<file path="config.mk">
export PLATFORM = sky130hd
export DESIGN_NAME = bitmap_page_allocator
export DESIGN_NICKNAME = d
export VERILOG_FILES = /design/src/hdl/bpa_pkg.sv /design/src/hdl/bitmap_page_allocator.sv /design/src/hdl/bpa_ram.sv /design/src/hdl/bpa_seq.sv
export VERILOG_INCLUDE_DIRS = /design/src /design/src/hdl
export SDC_FILE = /design/constraint.sdc
export NUM_CORES = 2
export LEC_CHECK = 0
export BUFFER_PORTS_ARGS = -buffer_cell sky130_fd_sc_hd__buf_2
export CORE_MARGIN = 10
export CORE_UTILIZATION = 35
export DETAILED_ROUTE_END_ITERATION = 6
export GPL_TIMING_DRIVEN = 1
export SLEW_MARGIN = 20
export SYNTH_ARGS = -nofsm -noshare
export SYNTH_HDL_FRONTEND = slang
export SYNTH_SLANG_ARGS = --single-unit
</file>
<file path="constraint.sdc">
create_clock -name clk -period 18.7 [get_ports clk]
set_input_delay 0 -clock clk [delete_from_list [all_inputs] [get_ports clk]]
set_output_delay 0 -clock clk [all_outputs]
set_load 0.005 [all_outputs]
</file>
<file path="src/hdl/bitmap_page_allocator_assert.svh">
// ---------------------------------------------------------------------------
// Bitmap page allocator assertion macros
// Concurrent checks on clk, disabled while arst_n is low.
// ---------------------------------------------------------------------------
`ifndef BITMAP_PAGE_ALLOCATOR_ASSERT_SVH
`define BITMAP_PAGE_ALLOCATOR_ASSERT_SVH

// Same-cycle implication
`define BPA_ASSERT_NOW(label, ante, cons, msg) \
	label: assert property (@(posedge clk) disable iff (!arst_n) (ante) |-> (cons)) \
		else $error(msg);

// Next-cycle implication
`define BPA_ASSERT_NEXT(label, ante, cons, msg) \
	label: assert property (@(posedge clk) disable iff (!arst_n) (ante) |=> (cons)) \
		else $error(msg);

`endif

</file>
<file path="src/hdl/bpa_pkg.sv">
// ---------------------------------------------------------------------------
// bpa_pkg
// Shared types and constants of the bitmap page allocator.
// ---------------------------------------------------------------------------
package bpa_pkg;

	localparam int NUM_PAGES_DEF = 1024;
	localparam int MODE_W        = 2;
	localparam int PAGE_W        = 10;
	localparam int LEN_W         = 10;
	localparam int S_DATA_W      = 24;
	localparam int M_DATA_W      = 16;

	typedef enum logic [MODE_W-1:0] {
		MODE_ALLOC = 2'd0,
		MODE_USED  = 2'd1,
		MODE_FREE  = 2'd2,
		MODE_READ  = 2'd3
	} mode_t;

	typedef struct packed {
		mode_t             mode;
		logic [PAGE_W-1:0] page;
		logic [LEN_W-1:0]  run_length;
	} req_t;

	typedef struct packed {
		logic              found;
		logic [PAGE_W-1:0] first_page;
		logic              bit_value;
	} res_t;

endpackage

</file>
<file path="src/hdl/bitmap_page_allocator.sv">
// ---------------------------------------------------------------------------
// bitmap_page_allocator
// First-fit allocator of contiguous page runs over a one-bit usage map.
// ---------------------------------------------------------------------------
// Input beats arrive on s_axis: tuser carries the mode (allocate run, mark
// used, mark free, read bit), tdata the page and the run length. Every input
// beat yields exactly one output beat on m_axis: tuser is the found flag,
// tdata the first page of the run and the read bit.
// A zero-length allocation is answered without a scan; any other scans the map
// from page 1 for a free run of its length, then marks the run; a failing one
// scans the whole map. The usage map has a single read port, scanned one
// page per cycle, and a single write port, which marks one page per cycle.
// One item is in work at a time; s_axis_tready is low meanwhile. After reset
// the usage map is cleared one page per cycle, with s_axis_tready low. A result
// waits in the output register while the receiver stalls; the next item may
// already be taken and worked on, and its result holds inside until the
// register frees.
// ---------------------------------------------------------------------------
`include "bitmap_page_allocator_assert.svh"

module bitmap_page_allocator #(
	parameter int NUM_PAGES = bpa_pkg::NUM_PAGES_DEF
) (
	input  logic                         clk,
	input  logic                         arst_n,
	input  logic                         s_axis_tvalid,
	output logic                         s_axis_tready,
	// page [9:0], run_length [19:10], zero [23:20]
	input  logic [bpa_pkg::S_DATA_W-1:0] s_axis_tdata,
	// mode [1:0]
	input  logic [bpa_pkg::MODE_W-1:0]   s_axis_tuser,
	output logic                         m_axis_tvalid,
	input  logic                         m_axis_tready,
	// first_page [9:0], bit_value [10], zero [15:11]
	output logic [bpa_pkg::M_DATA_W-1:0] m_axis_tdata,
	// found [0]
	output logic                         m_axis_tuser
);

	import bpa_pkg::*;

	req_t req;
	res_t res;
	res_t out_q;
	logic res_vld, res_rdy;
	logic out_vld_q;

	assign req.mode       = mode_t'(s_axis_tuser);
	assign req.page       = s_axis_tdata[PAGE_W-1:0];
	assign req.run_length = s_axis_tdata[PAGE_W+LEN_W-1:PAGE_W];

	bpa_seq #(
		.NUM_PAGES (NUM_PAGES)
	) u_seq (
		.clk     (clk),
		.arst_n  (arst_n),
		.req_vld (s_axis_tvalid),
		.req_rdy (s_axis_tready),
		.req     (req),
		.res_vld (res_vld),
		.res_rdy (res_rdy),
		.res     (res)
	);

	// load the output register when empty or drained this cycle
	assign res_rdy = !out_vld_q || m_axis_tready;

	always_ff @(posedge clk or negedge arst_n) begin
		if (!arst_n) begin
			out_vld_q <= 1'b0;
		end else if (res_rdy) begin
			out_vld_q <= res_vld;
		end
	end

	always_ff @(posedge clk) begin
		if (res_vld && res_rdy) begin
			out_q <= res;
		end
	end

	assign m_axis_tvalid = out_vld_q;
	assign m_axis_tuser  = out_q.found;
	assign m_axis_tdata  = {(M_DATA_W-PAGE_W-1)'(0), out_q.bit_value, out_q.first_page};

	`BPA_ASSERT_NOW(a_fail_page_zero, m_axis_tvalid && !m_axis_tuser,
		m_axis_tdata[PAGE_W-1:0] == '0, "failed or non-allocate beat carries a page")
	`BPA_ASSERT_NOW(a_found_no_bit, m_axis_tvalid && m_axis_tuser,
		!m_axis_tdata[PAGE_W], "allocation beat carries a read bit")
	`BPA_ASSERT_NEXT(a_one_in_work, s_axis_tvalid && s_axis_tready,
		!s_axis_tready, "input taken while an item is in work")

endmodule

</file>
<file path="src/hdl/bpa_ram.sv">
// ---------------------------------------------------------------------------
// bpa_ram
// Generic simple dual-port RAM: one write port, one registered read port.
// ---------------------------------------------------------------------------
module bpa_ram #(
	parameter int WIDTH = 1,
	parameter int DEPTH = 1024
) (
	input  logic                     clk,
	input  logic                     we,
	input  logic [$clog2(DEPTH)-1:0] waddr,
	input  logic [WIDTH-1:0]         wdata,
	input  logic [$clog2(DEPTH)-1:0] raddr,
	output logic [WIDTH-1:0]         rdata
);

	logic [WIDTH-1:0] mem_q [DEPTH];

	always_ff @(posedge clk) begin
		if (we) begin
			mem_q[waddr] <= wdata;
		end
		rdata <= mem_q[raddr];
	end

endmodule

</file>
<file path="src/hdl/bpa_seq.sv">
// ---------------------------------------------------------------------------
// bpa_seq
// Sequencer of the allocator: one address counter walks the usage map for
// the clearing pass, the first-fit scan and the marking of a run.
// ---------------------------------------------------------------------------
module bpa_seq #(
	parameter int NUM_PAGES = bpa_pkg::NUM_PAGES_DEF
) (
	input  logic          clk,
	input  logic          arst_n,
	input  logic          req_vld,
	output logic          req_rdy,
	input  bpa_pkg::req_t req,
	output logic          res_vld,
	input  logic          res_rdy,
	output bpa_pkg::res_t res
);

	import bpa_pkg::*;

	localparam int AW    = $clog2(NUM_PAGES);
	localparam int CNT_W = $clog2(NUM_PAGES + 1);
	localparam int RW    = (CNT_W > PAGE_W) ? CNT_W : PAGE_W;

	typedef enum logic [5:0] {
		ST_CLEAR = 6'b000001,
		ST_IDLE  = 6'b000010,
		ST_SCAN  = 6'b000100,
		ST_MARK  = 6'b001000,
		ST_READ  = 6'b010000,
		ST_RESP  = 6'b100000
	} state_t;

	function automatic logic page_ok(input logic [PAGE_W-1:0] p);
		return RW'(p) < RW'(NUM_PAGES);
	endfunction

	state_t            state_q, state_d;
	logic [CNT_W-1:0]  ptr_q, ptr_d;
	logic              chk_vld_q, chk_vld_d;
	logic [AW-1:0]     chk_addr_q;
	logic [LEN_W-1:0]  run_q, run_d;
	logic [LEN_W-1:0]  left_q, left_d;
	logic [AW-1:0]     start_q, start_d, start_nxt;
	logic [LEN_W:0]    run_nxt;
	req_t              req_q;
	res_t              res_q, res_d;
	logic              res_ld;
	logic              we, wdata, rdata;
	logic [AW-1:0]     waddr, raddr;

	bpa_ram #(
		.WIDTH (1),
		.DEPTH (NUM_PAGES)
	) u_map (
		.clk   (clk),
		.we    (we),
		.waddr (waddr),
		.wdata (wdata),
		.raddr (raddr),
		.rdata (rdata)
	);

	assign run_nxt   = {1'b0, run_q} + (LEN_W+1)'(1);
	assign start_nxt = (run_q == '0) ? chk_addr_q : start_q;

	always_comb begin
		state_d   = state_q;
		ptr_d     = ptr_q;
		chk_vld_d = 1'b0;
		run_d     = run_q;
		left_d    = left_q;
		start_d   = start_q;
		we        = 1'b0;
		waddr     = ptr_q[AW-1:0];
		wdata     = 1'b0;
		raddr     = ptr_q[AW-1:0];
		res_ld    = 1'b0;
		res_d     = '0;
		unique case (state_q)
			ST_CLEAR: begin
				we    = 1'b1;
				ptr_d = ptr_q + CNT_W'(1);
				if (ptr_q == CNT_W'(NUM_PAGES - 1)) begin
					state_d = ST_IDLE;
				end
			end
			ST_IDLE: begin
				if (req_vld) begin
					unique case (req.mode) inside
						MODE_ALLOC: begin
							if (req.run_length == '0) begin
								res_ld  = 1'b1;
								state_d = ST_RESP;
							end else begin
								ptr_d   = CNT_W'(1);
								run_d   = '0;
								state_d = ST_SCAN;
							end
						end
						MODE_USED, MODE_FREE: begin
							we      = page_ok(req.page);
							waddr   = AW'(req.page);
							wdata   = (req.mode == MODE_USED);
							res_ld  = 1'b1;
							state_d = ST_RESP;
						end
						default: begin
							raddr   = AW'(req.page);
							state_d = ST_READ;
						end
					endcase
				end
			end
			ST_SCAN: begin
				// issue one read a cycle, judge the bit read the cycle before
				if (ptr_q < CNT_W'(NUM_PAGES)) begin
					chk_vld_d = 1'b1;
					ptr_d     = ptr_q + CNT_W'(1);
				end
				if (chk_vld_q) begin
					if (!rdata) begin
						start_d = start_nxt;
						run_d   = run_nxt[LEN_W-1:0];
						if (run_nxt >= {1'b0, req_q.run_length}) begin
							ptr_d     = CNT_W'(start_nxt);
							left_d    = req_q.run_length;
							chk_vld_d = 1'b0;
							state_d   = ST_MARK;
						end
					end else begin
						run_d = '0;
					end
				end else if (ptr_q >= CNT_W'(NUM_PAGES)) begin
					res_ld  = 1'b1;
					state_d = ST_RESP;
				end
			end
			ST_MARK: begin
				we     = 1'b1;
				wdata  = 1'b1;
				ptr_d  = ptr_q + CNT_W'(1);
				left_d = left_q - LEN_W'(1);
				if (left_q == LEN_W'(1)) begin
					res_ld           = 1'b1;
					res_d.found      = 1'b1;
					res_d.first_page = PAGE_W'(start_q);
					state_d          = ST_RESP;
				end
			end
			ST_READ: begin
				res_ld          = 1'b1;
				res_d.bit_value = rdata & page_ok(req_q.page);
				state_d         = ST_RESP;
			end
			ST_RESP: begin
				if (res_rdy) begin
					state_d = ST_IDLE;
				end
			end
			default: begin
				state_d = ST_CLEAR;
			end
		endcase
	end

	always_ff @(posedge clk or negedge arst_n) begin
		if (!arst_n) begin
			state_q   <= ST_CLEAR;
			ptr_q     <= '0;
			chk_vld_q <= 1'b0;
		end else begin
			state_q   <= state_d;
			ptr_q     <= ptr_d;
			chk_vld_q <= chk_vld_d;
		end
	end

	always_ff @(posedge clk) begin
		chk_addr_q <= ptr_q[AW-1:0];
		run_q      <= run_d;
		left_q     <= left_d;
		start_q    <= start_d;
		if (req_vld && req_rdy) begin
			req_q <= req;
		end
		if (res_ld) begin
			res_q <= res_d;
		end
	end

	assign req_rdy = (state_q == ST_IDLE);
	assign res_vld = (state_q == ST_RESP);
	assign res     = res_q;

endmodule

</file>
==> run summary <==
Status = finished, final reports clean
Final WS setup = 12.05 ns
Non-filler cells, final = 6,338
DP HPWL = 82.7 mm
H-tree depth = 3
CTS Buf Count = 115
Dpl ws = 11.88 ns
Family with the most delay on the worst path = buffers and inverters
R2R depth = 9
Avg WL per Cell = 24.1 um
Fin. max-slew vios = 0
Leading area contributor after synthesis = edfxtp_1
Syn_area_per_cell = 11.3 um2
Clk network pwr share = 45.3%
Min Tclk post-route = 6.65 ns
Hold depth = 2
Psw = 986 uW
Leakage power = 16.7 nW
Wire length on met2 = 68.8 mm
Post-CTS Resized = 0
Port bufs = 39
Core footprint = 143,000 um2
Global-route usage over all layers = 18.5%
Levels on crit path = 9
Syn Inst Count = 4,433
Fmax achieved = 150 MHz
Register area share after synthesis = 66.4%
Reg power frac = 54.4%
Clock Path Buffers = 3
Reg clk slew, reported paths = 0.06 ns
Switching part of the total = 19.8%
Placed cell area = 52,100 um2
Full die area = 159,000 um2
Filler instances = 13,600
Largest net degree at the start of global routing = 145
# placed instances = 6,099
DIE HEIGHT = 399 um
Yosys warnings = 0
Clock latency at the later pin of the worst-skew pair = 0.73 ns
Vias = 35,200
Ports = 49
Unique masters post-synth = 88
Sink Count = 1,118
First-pass GRT wire length = 221 mm
Final Skew = 0.0307 ns
DR vias/cell = 5.55
Die Width = 399 um
Max-slew headroom = 20.3%
Post-synth EDFFs = 1,088
Buf+Inv Stages, Crit Path = 5
Critical-path top delay cell = buf_4
Initial Utilization = 35.1%
Core Rows = 139
Final setup viols = 0
Maxcap violations = 0
Layout area overhead = 11.6%
Wl on met1 = 61.8 mm
CTS tree = built
Top sig layer = met5
GRT overflow = 0
DRT Pass-1 Iters = 6
Internal power = 3.99 mW
Residual DRC = 0
Logic pwr share = 0.3%
FFs w/ async S/R, synth = 1.70%
DRT antenna net count = 0
Peak supply drop = 0.0812 mV
Flops & latches, synth = 1,118
Routed WL = 152 mm
Crit path kind = reg2reg
Initial DRC Count = 4,678
Area share of the largest cell type after synthesis = 65.0%
Initial antenna violation count = 10
CP cell instances = nor4_4, buf_4, and3_1, nand2_1, nand2_4, buf_4, buf_4, buf_4, buf_6
Measured slew at the worst slew-check pin = 1.20 ns
Most frequent CP cell = buf_4
Final setup TNS = 0 ns
CP arrival = 7.06 ns
Cell Area, Synth = 50,300 um2
CP max FO = 124
Critical path startpoint category = register
Layout cells sized above 1 = 8.74%
Min-Delay Path Class = in2reg
Slowest stage delay, CP = 0.93 ns
Fin crit share = 35.6%
PwrDens = 88.7 nW/um2
Design area = 56,100 um2
Final Hold Slack = 0.0382 ns
Layout Nets = 4,386
Vias in the first global route = 33,100
WP data required = 19.11 ns
RSZ-0062 raised after global routing = false
DR WL met3 = 15.6 mm
Crit path capture type = register
Hold Vio Cnt, Final = 0
Root buffer selected by CTS = clkbuf_16
GP Congestion = 0.850
Top_reg_cell synth = edfxtp_1
Synth area leaders = edfxtp_1 (65%), nor2_1 (8.2%), nand2_1 (4.8%)
placed cells by master (no fill, tap or decap), types with 39 or more instances in the layout:
master and count:
mux2i_1 237, edfxtp_1 1088, nand3_1 183, buf_2 39, buf_4 87, clkbuf_16 117
a21oi_1 94, inv_1 39, o22ai_1 85, a31oi_1 81, o21ai_0 54, nand2_1 608
nor2_1 1096, nand4_1 59
area by class of cell:
class	count	area, um2	area share [%]
well taps	1903	2380	4.24
diodes	5	12.5	0.0223
clock buffers	163	3180	5.67
repair buffers	154	1160	2.07
multi-input cells	2907	15400	27.4
inverters	41	154	0.274
flip-flops and latches	1118	33400	59.5
clock inverters	47	480	0.856
cells in the mapped netlist, types with 13 or more instances:
cell         n
nor2b_1     15
a222oi_1    14
nor3_1      24
a32oi_1     16
clkbuf_1   228
buf_4       28
a31oi_1     83
edfxtp_1  1088
nand2_1    643
dfrtp_1     18
o22ai_1     85
buf_1       47
a21oi_1     96
nor4_1      25
and2_1      16
nand3_1    199
mux2i_1    237
ha_1        19
nand4_1     59
o21ai_0     55
buf_2       53
and3_1      13
xnor2_1     18
nor2_1    1097
inv_1       39
sequential cells by signal, indices dropped and copies added, names as in the netlist:
signal,count
u_seq.u_map.mem_q,1024
u_seq.res,12
m_axis_tdata,11
u_seq.ptr_q,11
u_seq.chk_addr_q,10
u_seq.left_q,10
u_seq.req_q,10
u_seq.run_q,10
u_seq.start_q,10
u_seq.state_q,6
m_axis_tuser,1
m_axis_tvalid,1
u_seq.chk_vld_q,1
u_seq.u_map.rdata,1
stage by stage:
step	total power, mW	util (%)
after global routing	5.10	39.2
after floorplan	2.76	-
final	4.98	39.2
after detailed placement	2.77	36.4
after global placement	2.77	36.4
after CTS	5.00	39.2
logic make-up (layout without fill, tap and decap cells):
group                    Yosys count  count (layout)  synth area share, %
XOR/XNOR                          25              25                0.436
buffers and inverters            412             405                 3.71
other                              1              10              0.00746
multiplexers                     254             254                 5.28
AND/OR/NAND/NOR                 2148            2148                 17.8
adder cells (fa/ha/maj)           19              19                0.473
flip-flops                      1118            1118                 66.4
AO/OA/AOI/OAI                    456             456                 5.95
power groups by stage:
| stage | combinational (mW) | sequential (mW) | clock (mW) |
|---|---|---|---|
| final | 0.0147 | 2.71 | 2.26 |
| after global routing | 0.0161 | 2.70 | 2.38 |
| after CTS | 0.0144 | 2.71 | 2.28 |
| after detailed placement | 0.0105 | 2.76 | 0 |
| after global placement | 0.0104 | 2.76 | 0 |
| after floorplan | 0.00419 | 2.76 | 0 |
worst register-to-register path: stages (launching register included):
cell	delay, ns
dfrtp_1	0.47
nor4_4	0.27
buf_4	0.27
and3_1	0.67
nand2_1	0.23
nand2_4	0.76
buf_4	0.86
buf_4	0.88
buf_4	1.04
buf_6	0.84
repair_timing:
action                    in CTS  in global routing
hold buffers                  24                  0
setup buffers                  0                  0
hold endpoints to repair      45                  0
final timing paths:
check | from | to | slack [ns]
worst max-delay path | u_seq.state_q[2] | u_seq.u_map.mem_q[595] | 12.05
worst min register to register | u_seq.res[6] | m_axis_tdata[5] | 0.42
max in group asynchronous | arst_n | u_seq.ptr_q[3] | 17.07
worst min-delay path | s_axis_tdata[18] | u_seq.req_q[8] | 0.04
min in group asynchronous | arst_n | u_seq.state_q[0] | 0.34
worst max register to register | u_seq.state_q[2] | u_seq.u_map.mem_q[595] | 12.05
per-layer routing:
| metal | GRT usage (%) | up-vias |
|---|---|---|
| li1 | - | 15500 |
| met1 | 25.3 | 17600 |
| met2 | 28.9 | 1695 |
| met3 | 3.65 | 308 |
| met4 | 7.20 | 6 |
| met5 | 0 | - |
Power figures use the tool's default switching activity.
